File: config.mk
export PLATFORM = sky130hd
export DESIGN_NAME = weighted_image_feature_distance
export DESIGN_NICKNAME = d
export VERILOG_FILES = /design/src/hdl/wifd_pkg.sv /design/src/hdl/weighted_image_feature_distance.sv /design/src/hdl/wifd_datapath.sv /design/src/hdl/wifd_ctrl.sv
export SDC_FILE = /design/constraint.sdc
export NUM_CORES = 2
export LEC_CHECK = 0
export BUFFER_PORTS_ARGS = -buffer_cell sky130_fd_sc_hd__buf_2
export CORE_UTILIZATION = 30
export DETAILED_ROUTE_END_ITERATION = 12
export PLACE_DENSITY = 0.47
export SLEW_MARGIN = 20
export SYNTH_ARGS = -nofsm -noshare
export SYNTH_HDL_FRONTEND = slang
export SYNTH_SLANG_ARGS = --single-unit
File: constraint.sdc
create_clock -name clk -period 10.25 [get_ports clk]
set_input_delay 1.5375 -clock clk [delete_from_list [all_inputs] [get_ports clk]]
set_output_delay 1.5375 -clock clk [all_outputs]
set_load 0.005 [all_outputs]
File: src/hdl/wifd_pkg.sv
// Package for weighted_image_feature_distance.
// Types and constants shared by controller and datapath, and the controller's state encoding.
package wifd_pkg;

  localparam int NumGroups   = 3;
  localparam int MaxGroupLen = 64;
  localparam int FeatWidth   = 16;
  localparam int LenWidth    = 7;
  localparam int ScaleWidth  = 18;
  localparam int SumWidth    = 23;
  localparam int SqWidth     = 38;
  localparam int TotWidth    = 34;
  localparam int RadWidth    = 46;  // square_sum << 8
  localparam int RootWidth   = 23;
  localparam int QuoWidth    = 17;
  localparam int CfgIdxWidth = 3;
  localparam int CfgDatWidth = 18;

  localparam logic [CfgIdxWidth-1:0] RegLen0  = 3'd0;
  localparam logic [CfgIdxWidth-1:0] RegLen1  = 3'd1;
  localparam logic [CfgIdxWidth-1:0] RegLen2  = 3'd2;
  localparam logic [CfgIdxWidth-1:0] RegMask  = 3'd3;
  localparam logic [CfgIdxWidth-1:0] RegScl0  = 3'd4;
  localparam logic [CfgIdxWidth-1:0] RegScl1  = 3'd5;
  localparam logic [CfgIdxWidth-1:0] RegScl2  = 3'd6;

  typedef enum logic [2:0] {
    ST_ACC,
    ST_DIV,
    ST_SQRT,
    ST_MUL,
    ST_ADD,
    ST_OUT
  } state_t;

  typedef struct packed {
    logic accumulate;
    logic clr_group;
    logic div_start;
    logic div_step;
    logic sqrt_start;
    logic sqrt_step;
    logic use_div;
    logic zero_term;
    logic mul;
    logic add;
    logic load_out;
    logic clr_total;
  } cmd_t;

  typedef struct packed {
    logic first_sum_zero;
  } stat_t;

endpackage

File: src/hdl/weighted_image_feature_distance.sv
// Top level of weighted_image_feature_distance.
// Holds config registers and joins wifd_ctrl and wifd_datapath; uses wifd_pkg.
//
// One word (feature_a, feature_b) is taken per cycle inside a group. At the end
// of each group the input stalls while the term is formed by the serial divider
// (intersection) or the serial square root (Euclidean), followed by the scale
// multiply and total add; after the last group the output register is loaded.
// The result register lets the next frame start while a result waits.
module weighted_image_feature_distance (
  input  logic        clk,
  input  logic        rst_n,
  input  logic        in_tvalid,
  output logic        in_tready,
  input  logic [31:0] in_tdata,    // feature_a[15:0], feature_b[31:16]
  output logic        out_tvalid,
  input  logic        out_tready,
  output logic [39:0] out_tdata,   // distance[31:0], zero_sum_flag[32], saturated_flag[33]
  input  logic                               cfg_we,
  input  logic [wifd_pkg::CfgIdxWidth-1:0]   cfg_index,
  input  logic [wifd_pkg::CfgDatWidth-1:0]   cfg_data
);

  logic [wifd_pkg::LenWidth-1:0]   len_r [wifd_pkg::NumGroups];
  logic [wifd_pkg::ScaleWidth-1:0] scl_r [wifd_pkg::NumGroups];
  logic [2:0] mask_r;
  wifd_pkg::cmd_t  cmd;
  wifd_pkg::stat_t stat;
  logic [1:0]  group;
  logic        zflag, sat;
  logic [31:0] distance;

  always_ff @(posedge clk) begin
    if (!rst_n) begin
      len_r[0] <= 7'd3;
      len_r[1] <= 7'd48;
      len_r[2] <= 7'd15;
      mask_r   <= '0;
      scl_r[0] <= 18'd21845;
      scl_r[1] <= 18'd364;
      scl_r[2] <= 18'd21845;
    end else if (cfg_we) begin
      case (cfg_index)
        wifd_pkg::RegLen0: len_r[0] <= cfg_data[wifd_pkg::LenWidth-1:0];
        wifd_pkg::RegLen1: len_r[1] <= cfg_data[wifd_pkg::LenWidth-1:0];
        wifd_pkg::RegLen2: len_r[2] <= cfg_data[wifd_pkg::LenWidth-1:0];
        wifd_pkg::RegMask: mask_r   <= cfg_data[2:0];
        wifd_pkg::RegScl0: scl_r[0] <= cfg_data;
        wifd_pkg::RegScl1: scl_r[1] <= cfg_data;
        wifd_pkg::RegScl2: scl_r[2] <= cfg_data;
        default: ;
      endcase
    end
  end

  wifd_ctrl u_ctrl (
    .clk       (clk),
    .rst_n     (rst_n),
    .in_fire   (in_tvalid & in_tready),
    .in_ready  (in_tready),
    .out_ready (out_tready),
    .out_valid (out_tvalid),
    .len       (len_r[group]),
    .isect     (mask_r[group]),
    .stat      (stat),
    .cmd       (cmd),
    .group     (group),
    .zero_flag (zflag)
  );

  wifd_datapath u_dp (
    .clk      (clk),
    .rst_n    (rst_n),
    .cmd      (cmd),
    .stat     (stat),
    .feat_a   (in_tdata[15:0]),
    .feat_b   (in_tdata[31:16]),
    .scale    (scl_r[group]),
    .distance (distance),
    .sat      (sat)
  );

  assign out_tdata = {6'd0, sat, zflag, distance};

endmodule

File: src/hdl/wifd_datapath.sv
// Datapath for weighted_image_feature_distance: sums, serial divider,
// serial square root, scale multiply and total. Uses wifd_pkg.
module wifd_datapath (
  input  logic                                clk,
  input  logic                                rst_n,
  input  wifd_pkg::cmd_t                      cmd,
  output wifd_pkg::stat_t                     stat,
  input  logic [wifd_pkg::FeatWidth-1:0]      feat_a,
  input  logic [wifd_pkg::FeatWidth-1:0]      feat_b,
  input  logic [wifd_pkg::ScaleWidth-1:0]     scale,
  output logic [31:0]                         distance,
  output logic                                sat
);

  logic [wifd_pkg::SumWidth-1:0]  min_sum_r, first_sum_r;
  logic [wifd_pkg::SqWidth-1:0]   sq_sum_r;
  logic [wifd_pkg::TotWidth-1:0]  total_r;
  logic [wifd_pkg::SumWidth+16:0] rem_r;    // divider partial remainder / dividend
  logic [wifd_pkg::QuoWidth-1:0]  quo_r;
  logic [wifd_pkg::RadWidth-1:0]  rad_r;
  logic [wifd_pkg::RadWidth-1:0]  root_r;
  logic [wifd_pkg::RadWidth-1:0]  bit_r;
  logic [wifd_pkg::RootWidth-1:0] term_r;
  logic [wifd_pkg::RootWidth+wifd_pkg::ScaleWidth-1:0] prod_r;
  logic [wifd_pkg::FeatWidth-1:0] diff, mn;
  logic [wifd_pkg::SumWidth:0]    trial;
  logic [wifd_pkg::RadWidth-1:0]  rb;
  logic [wifd_pkg::TotWidth:0]    tsum;
  logic [wifd_pkg::TotWidth-1:0]  wgt;

  assign diff = (feat_a >= feat_b) ? feat_a - feat_b : feat_b - feat_a;
  assign mn   = (feat_a >= feat_b) ? feat_b : feat_a;
  assign trial = rem_r[wifd_pkg::SumWidth+16:16] - {1'b0, first_sum_r};
  assign rb   = root_r + bit_r;
  assign wgt  = wifd_pkg::TotWidth'(prod_r >> 16);
  assign tsum = {1'b0, total_r} + {1'b0, wgt};
  assign stat.first_sum_zero = (first_sum_r == '0);

  always_ff @(posedge clk) begin
    if (!rst_n) begin
      min_sum_r   <= '0;
      first_sum_r <= '0;
      sq_sum_r    <= '0;
      total_r     <= '0;
    end else begin
      if (cmd.accumulate) begin
        min_sum_r   <= min_sum_r + wifd_pkg::SumWidth'(mn);
        first_sum_r <= first_sum_r + wifd_pkg::SumWidth'(feat_a);
        sq_sum_r    <= sq_sum_r + wifd_pkg::SqWidth'({16'd0, diff} * {16'd0, diff});
      end
      if (cmd.clr_group) begin
        min_sum_r   <= '0;
        first_sum_r <= '0;
        sq_sum_r    <= '0;
      end
      if (cmd.add) begin
        total_r <= tsum[wifd_pkg::TotWidth] ? '1 : tsum[wifd_pkg::TotWidth-1:0];
      end
      if (cmd.clr_total) begin
        total_r <= '0;
      end
    end
  end

  // restoring divider, one quotient bit per cycle (17 steps)
  always_ff @(posedge clk) begin
    if (cmd.div_start) begin
      rem_r <= {1'b0, min_sum_r, 16'd0};
      quo_r <= '0;
    end else if (cmd.div_step) begin
      if (!trial[wifd_pkg::SumWidth]) begin
        rem_r <= {trial[wifd_pkg::SumWidth-1:0], rem_r[15:0], 1'b0};
        quo_r <= {quo_r[wifd_pkg::QuoWidth-2:0], 1'b1};
      end else begin
        rem_r <= rem_r << 1;
        quo_r <= {quo_r[wifd_pkg::QuoWidth-2:0], 1'b0};
      end
    end
  end

  // bitwise square root, two radicand bits per cycle (23 steps)
  always_ff @(posedge clk) begin
    if (cmd.sqrt_start) begin
      rad_r  <= {sq_sum_r, 8'd0};
      root_r <= '0;
      bit_r  <= wifd_pkg::RadWidth'(1) << (wifd_pkg::RadWidth - 2);
    end else if (cmd.sqrt_step) begin
      if (rad_r >= rb) begin
        rad_r  <= rad_r - rb;
        root_r <= (root_r >> 1) + bit_r;
      end else begin
        root_r <= root_r >> 1;
      end
      bit_r <= bit_r >> 2;
    end
  end

  always_ff @(posedge clk) begin
    if (cmd.mul) begin
      if (cmd.zero_term)
        term_r <= '0;
      else if (cmd.use_div)
        term_r <= wifd_pkg::RootWidth'(18'h10000 - {1'b0, quo_r});
      else
        term_r <= root_r[wifd_pkg::RootWidth-1:0];
    end
    prod_r <= term_r * scale;
  end

  always_ff @(posedge clk) begin
    if (cmd.load_out) begin
      sat      <= (total_r[wifd_pkg::TotWidth-1:32] != '0);
      distance <= (total_r[wifd_pkg::TotWidth-1:32] != '0) ? '1 : total_r[31:0];
    end
  end

endmodule

File: src/hdl/wifd_ctrl.sv
// Controller for weighted_image_feature_distance: element and group counts,
// sequencing of divide, root, multiply and output. Uses wifd_pkg.
module wifd_ctrl (
  input  logic                              clk,
  input  logic                              rst_n,
  input  logic                              in_fire,
  output logic                              in_ready,
  input  logic                              out_ready,
  output logic                              out_valid,
  input  logic [wifd_pkg::LenWidth-1:0]     len,
  input  logic                              isect,
  input  wifd_pkg::stat_t                   stat,
  output wifd_pkg::cmd_t                    cmd,
  output logic [1:0]                        group,
  output logic                              zero_flag
);

  wifd_pkg::state_t state_r, state_nxt;
  logic [wifd_pkg::LenWidth-1:0] pos_r, pos_nxt;
  logic [1:0] grp_r, grp_nxt;
  logic [4:0] cnt_r, cnt_nxt;
  logic zf_r, zf_nxt, ov_r, ov_nxt, fz_r, fz_nxt;
  logic [wifd_pkg::LenWidth-1:0] eff;

  assign group     = grp_r;
  assign zero_flag = fz_r;
  assign out_valid = ov_r;

  always_comb begin
    eff = (len == '0) ? wifd_pkg::LenWidth'(1) :
          (len > wifd_pkg::LenWidth'(wifd_pkg::MaxGroupLen)) ?
          wifd_pkg::LenWidth'(wifd_pkg::MaxGroupLen) : len;
  end

  always_ff @(posedge clk) begin
    if (!rst_n) begin
      state_r <= wifd_pkg::ST_ACC;
      pos_r   <= '0;
      grp_r   <= '0;
      cnt_r   <= '0;
      zf_r    <= 1'b0;
      ov_r    <= 1'b0;
      fz_r    <= 1'b0;
    end else begin
      state_r <= state_nxt;
      pos_r   <= pos_nxt;
      grp_r   <= grp_nxt;
      cnt_r   <= cnt_nxt;
      zf_r    <= zf_nxt;
      ov_r    <= ov_nxt;
      fz_r    <= fz_nxt;
    end
  end

  always_comb begin
    state_nxt = state_r;
    pos_nxt   = pos_r;
    grp_nxt   = grp_r;
    cnt_nxt   = cnt_r;
    zf_nxt    = zf_r;
    fz_nxt    = fz_r;
    ov_nxt    = ov_r & ~out_ready;
    cmd       = '0;
    in_ready  = 1'b0;
    case (state_r)
      wifd_pkg::ST_ACC: begin
        in_ready = 1'b1;
        if (in_fire) begin
          cmd.accumulate = 1'b1;
          pos_nxt = pos_r + 1'b1;
          if (pos_r + 1'b1 >= eff) begin
            pos_nxt = '0;
            if (isect) begin
              state_nxt = wifd_pkg::ST_DIV;
            end else begin
              state_nxt = wifd_pkg::ST_SQRT;
            end
          end
        end
      end
      wifd_pkg::ST_DIV: begin
        if (cnt_r == 5'd0) begin
          cmd.div_start = 1'b1;
          cnt_nxt = 5'd1;
        end else begin
          cmd.div_step = 1'b1;
          cnt_nxt = cnt_r + 1'b1;
          if (cnt_r == 5'd17) begin
            cnt_nxt = '0;
            state_nxt = wifd_pkg::ST_MUL;
          end
        end
      end
      wifd_pkg::ST_SQRT: begin
        if (cnt_r == 5'd0) begin
          cmd.sqrt_start = 1'b1;
          cnt_nxt = 5'd1;
        end else begin
          cmd.sqrt_step = 1'b1;
          cnt_nxt = cnt_r + 1'b1;
          if (cnt_r == 5'd23) begin
            cnt_nxt = '0;
            state_nxt = wifd_pkg::ST_MUL;
          end
        end
      end
      wifd_pkg::ST_MUL: begin
        // term load, then product register
        cmd.mul       = (cnt_r == 5'd0);
        cmd.use_div   = isect;
        cmd.zero_term = isect & stat.first_sum_zero;
        if (cnt_r == 5'd0) begin
          if (isect && stat.first_sum_zero) zf_nxt = 1'b1;
          cnt_nxt = 5'd1;
        end else if (cnt_r == 5'd1) begin
          cnt_nxt = 5'd2;
        end else begin
          cnt_nxt = '0;
          cmd.clr_group = 1'b1;
          state_nxt = wifd_pkg::ST_ADD;
        end
      end
      wifd_pkg::ST_ADD: begin
        cmd.add = 1'b1;
        if (grp_r == 2'(wifd_pkg::NumGroups - 1)) begin
          grp_nxt = '0;
          state_nxt = wifd_pkg::ST_OUT;
        end else begin
          grp_nxt = grp_r + 1'b1;
          state_nxt = wifd_pkg::ST_ACC;
        end
      end
      wifd_pkg::ST_OUT: begin
        if (!ov_r || out_ready) begin
          cmd.load_out  = 1'b1;
          cmd.clr_total = 1'b1;
          ov_nxt    = 1'b1;
          fz_nxt    = zf_r;
          zf_nxt    = 1'b0;
          state_nxt = wifd_pkg::ST_ACC;
        end
      end
      default: state_nxt = wifd_pkg::ST_ACC;
    endcase
  end

endmodule

# Word level (Yosys, flattened, before mapping)

Memories as Yosys holds them, arrays and structs flattened. A register that Yosys moved wholly into a read port is not among the register bits.
Cells that the tools add are included.

Muxes and demuxes: 92
Reduce and logical (&&, ||, !) cells: 23
Add/subtract/negate cells: 14
Multiply operators: 2
Bitwise gates (word level): 11
Divide/modulo/power cells: 0
Equality and inequality tests: 26
Shift operators: 0
Magnitude comparators: 5

Operators with widths:

| kind                                           | count |
|---|---|
| 46-bit two-way mux                             | 4 |
| 39-bit two-way mux                             | 2 |
| 18-bit two-way mux                             | 3 |
| 23-bit by 16-bit adder with 23-bit output      | 2 |
| 45-bit by 45-bit adder with 46-bit output      | 1 |
| 46-bit by 45-bit adder with 46-bit output      | 1 |
| 46-bit greater-or-equal comparator             | 1 |
| 46-bit subtractor                              | 1 |
| 7-bit two-way mux                              | 6 |
| 23-bit by 18-bit multiplier with 41-bit output | 1 |
| 1-bit two-way mux                              | 41 |
| 40-bit two-way mux                             | 1 |
| 38-bit by 32-bit adder with 38-bit output      | 1 |
| 34-bit by 25-bit adder with 35-bit output      | 1 |
| 34-bit two-way mux                             | 1 |
| 3-bit two-way mux                              | 11 |
| 16-bit by 16-bit multiplier with 32-bit output | 1 |
| 16-bit two-way mux                             | 2 |
| 16-bit subtractor                              | 2 |
| 2-bit two-way mux                              | 12 |
| 24-bit by 23-bit subtractor with 24-bit output | 1 |
| 23-bit zero test                               | 1 |
| 23-bit two-way mux                             | 1 |
| 5-bit two-way mux                              | 4 |
| other kinds (35)                               | 71 |

Bits in latches: 0
Bits in registers: 410
Output and inout port bits: 42
Memories: 2
ROM bits: 0
Logic and storage cells: 198
Memory bits (writable): 75
Input bits: 58

Memories:

| memory | depth | width | read ports | clocked after Yosys merged registers in | write ports | RTL line                              | RTL |
|---|---|---|---|---|---|---|---|
| scl_r  | 3     | 18    | 1          | 1                                       | 3           | weighted_image_feature_distance.sv:24 | `logic [wifd_pkg::ScaleWidth-1:0] scl_r [wifd_pkg::NumGroups];` |
| len_r  | 3     | 7     | 1          | 1                                       | 3           | weighted_image_feature_distance.sv:23 | `logic [wifd_pkg::LenWidth-1:0] len_r [wifd_pkg::NumGroups];` |

# Longest topological paths before layout

Word-level depth: 7
Depth in mapped cells: 39
Mapped depth without buffers: 38

# By module

Synthesis repeated with hierarchy kept, for this count alone.

Cell total of the unflattened synthesis: 5660
Area total of the unflattened synthesis: 49700.2 µm²

By module, submodules not included:

| module                          | sequential area each (µm²) | area each (µm²) | cells an instance | times used |
|---|---|---|---|---|
| wifd_datapath                   | 8277.9                     | 44762.9         | 5204              | 1 |
| weighted_image_feature_distance | 2312.2                     | 3425.8          | 259               | 1 |
| wifd_ctrl                       | 400.4                      | 1511.4          | 197               | 1 |

# Worst setup path after synthesis

Ideal clock, no wire load.

Path type: input port to flip-flop
From: input in_tdata[0]
To: register u_dp.sq_sum_r[37] (netlist bit)
Library setup time: 70 ps
Setup slack: 687 ps
Stages: 37
Buffers on the path: 2
Arrival: 9493 ps
Required time: 10180 ps
Cell sequence: inv_1 ha_1 inv_1 fa_1 a21o_1 a21oi_1 a21oi_1 o21bai_1 a21oi_4 buf_2 mux2_2 a31o_2 xor2_1 buf_2 nand2_1 fa_1 inv_1 fa_1 inv_1 fa_1 inv_1 fa_1 fa_1 inv_1 fa_1 inv_1 ha_1 o21a_1 o21a_1 o21a_1 o22ai_1 a21oi_1 a21oi_1 o21ai_0 a21oi_1 mux2_2 a21oi_1

Longest elaborated chain between the ends: 4
Elaborated cells on any way between the ends: 6
Classes of those cells: add/sub: 3; mul: 1; order compare: 1; mux: 1

RTL lines:

| what                                                                           | RTL line                              | RTL |
|---|---|---|
| start: declaration                                                             | weighted_image_feature_distance.sv:14 | `input logic [31:0] in_tdata,` |
| 16-bit subtractor / 16-bit greater-or-equal comparator (equally long branches) | wifd_datapath.sv:31                   | `assign diff = (feat_a >= feat_b) ? feat_a - feat_b : feat_b - feat_a;` |
| 16-bit two-way mux (*)                                                         | wifd_datapath.sv:31                   |  |
| 16-bit by 16-bit multiplier with 32-bit output (*)                             | wifd_datapath.sv:49                   | `sq_sum_r <= sq_sum_r + wifd_pkg::SqWidth'({16'd0, diff} * {16'd0, diff});` |
| 38-bit by 32-bit adder with 38-bit output (*)                                  | wifd_datapath.sv:49                   |  |
| end signal: assignment                                                         | wifd_datapath.sv:49                   |  |
| end: declaration                                                               | wifd_datapath.sv:16                   | `logic [wifd_pkg::SqWidth-1:0] sq_sum_r;` |

Every way passes the cells marked *; elsewhere a longest branch is shown, timed or not.
A chain may end at the register's enable or synchronous reset.

# Final worst setup path

Ends and elaborated chain as after synthesis.

==> results by group <==
Die
  • Row count: around 150
  • Die area: 167000 µm²
  • Total core area: approximately 160000 µm²
  • Initial Util: 30.2%
  • Chip height: between 400 and 500 µm
  • Die X: approximately 410 µm
  • Top Ports: 100

Timing
  • Fin crit share: between 90% and 100%
  • Clk_skew: 43.3 ps
  • Final hold viol count: 0
  • Worst slew pin tran: around 1100 ps
  • Fin Setup TNS: 0 ps
  • Final setup viols: 0
  • Relative slew slack: about 29%
  • Final WS setup: 671 ps
  • Post-layout minimum cycle time: 9580 ps
  • Max Slew Vio Count: 0
  • RSZ-0062 raised after global routing: false
  • Max Freq: 0.104 GHz

Logic synthesis
  • Synth cell types: 98
  • Synth Instances: ~5700
  • Synth top area cells: fa_1 (22%), edfxtp_1 (12%), ha_1 (11%)
  • Dominant synthesized flop cell: dfxtp_1
  • Count leader, synth: nand2_1
  • Syn avg cell area: a little under 9 µm²
  • FF+latch count, synth: 455
  • Post-synth ARST share: 0%
  • Synth top area share: between 20% and 30%
  • Sequential area share after synthesis: about 22%
  • Synth area leader: fa_1
  • Post-Syn Area: 49800 µm²
  • EDFF count, synth: 192
  • Syn. warnings: 0
  • Top post-synthesis cells by count: nand2_1 (833), inv_1 (799), fa_1 (535), ha_1 (435), nor2_1 (316)

Worst setup path
  • Startpoint Class: primary input
  • Worst setup path category: in -> reg
  • Critical path peak fanout: 16
  • CP Data Arrival Time: ~10000 ps
  • Crit. End Element: flip-flop
  • Slowest stage delay, CP: 530 ps
  • Critical Path Slowest Stage Cell: fa_1
  • Worst Path Required: 10820 ps

Clocking
  • Clk_lat worst skew: 670 ps
  • Root Driver: clkbuf_16
  • PostCTS Resize Cnt: 0
  • Clock Pin Slew Worst Setup and Hold Paths: 70 ps
  • Hold_buf cts: 0
  • Cts bufs inserted: 54
  • TritonCTS clock tree: built
  • H-tree levels: 2
  • Post-CTS setup buffers: 0
  • Clock sinks: about 460
  • Max clock buf depth: 3

Detailed routing
  • Drt first pass iters: 9
  • WL per Instance: 17.1 µm
  • Residual DRC count: 8
  • Via density per instance: slightly below 5
  • Drt total wl: 136 mm
  • Vias post-DR: 38400
  • 1st-iter DRT viols: 2026
  • Antenna Violating Nets Remaining: 0

Finish
  • Syn-to-layout area delta: 10.4%
  • Fillcell total: 17400
  • Proportion of layout cells with a drive suffix above 1: 7.09%
  • Final core occ: 33.3%
  • Fin cells: 7973
  • Area used by multi-input combinational logic: 34800 µm²
  • Nets: ~6800
  • Storage element area: 11000 µm²

Global routing
  • Initial antenna violation count: 6
  • Gr usage total: 16.3%
  • Overflow after GRT: 0
  • First-pass GRT wire length: 220 mm
  • Number of global-route vias before repair: roughly 40000
  • Largest net degree at the start of global routing: approximately 70

Place
  • Port bufs: 93
  • Final HPWL DP: 109 mm
  • Placer Congestion: 0.893
  • Setup Slack @ Placement: 11.7 ps
  • Placed cell count: around 7900

Run status
  • Status: finished with violations
  • Failing checks: design-rule violations

Flow run
  • Max cap viols: 0

Worst hold path
  • Hold Path Class: reg -> reg
[worst max-delay path: cells and delay by family]
| kind | cells | cell delay (ps) |
|---|---|---|
| fa+ha+maj | 9 | 3800 |
| mux | 2 | 580 |
| compound gates | 14 | 2730 |
| buf+inv | 8 | 610 |
| xor+xnor | 1 | 350 |
| simple gates | 2 | 470 |
[registers in the layout, summed over array words and instances (netlist names), 21 cells and up, named ones only]
signal,cells
u_dp.prod_r,25
u_dp.root_r,46
len_r,21
u_dp.distance,32
u_dp.rem_r,24
u_dp.total_r,34
u_dp.first_sum_r,23
u_dp.bit_r,23
scl_r,54
u_dp.min_sum_r,23
u_dp.term_r,23
u_dp.rad_r,46
u_dp.sq_sum_r,38
[stage by stage]
| stage | hold slack, ps | instance area (µm²) |
|---|---|---|
| detailed placement | 452 | 52900 |
| finish | 461 | 54900 |
| CTS | 460 | 54900 |
| floorplan | 432 | 49800 |
| global route | 482 | 54900 |
| global placement | 445 | 52900 |
[worst paths after layout]
check	from	to	slack [ps]	cells past startpoint
max	in_tdata[0]	u_dp.sq_sum_r[37]$_SDFFE_PP0P_	670	36
max reg2reg	flip-flop	u_dp.prod_r[40]$_DFF_P_	1640	24
min	u_dp.rad_r[3]$_SDFFE_PP0P_	u_dp.rad_r[3]$_SDFFE_PP0P_	460	2
min reg2reg	u_dp.rad_r[3]$_SDFFE_PP0P_	u_dp.rad_r[3]$_SDFFE_PP0P_	460	2
[layer usage]
layer	track usage, %	share of wire, %	vias to the layer above
met5	0	0.023	-
met4	4.27	2.6	4
met3	1.78	3.3	175
met2	27.9	47	605
met1	21.8	47	18600
li1	-	-	19000
[layout by cell type (no fill, tap or decap), types with 110 or more instances in the layout]
master    count
a21oi_1     271
buf_4       116
fa_1        535
nand2_1     831
nor2_1      311
dfxtp_1     260
edfxtp_1    192
xnor2_1     163
o21ai_0     242
ha_1        435
inv_1       799
a21o_1      124
nor2b_1     110
[area by class of cell]
type	count	area share, %
inverter	807	5.51
antenna	2	0.00911
clock buffer	66	2.63
tap	2189	4.99
clock inverter	36	0.991
sequential	455	20.1
multi-input combinational	4208	63.3
timing repair buffer	210	2.45
[logic make-up (layout without fill, tap and decap cells)]
logic type | count (synthesis) | after routing | share of synthesized area, %
AND/OR/NAND/NOR | 1803 | 1803 | 16.6
AO/OA/AOI/OAI | 1081 | 1081 | 14.1
buffers and inverters | 1067 | 1119 | 8.27
adder cells (fa/ha/maj) | 970 | 970 | 32.5
flip-flops | 455 | 455 | 22.2
XOR/XNOR | 278 | 278 | 5.01
multiplexers | 70 | 70 | 1.42
other | 1 | 8 | 0.00754
Power is left out: the tool's default activity adds up to more than one toggle a clock period on the data nets, which glitch-free logic cannot reach.
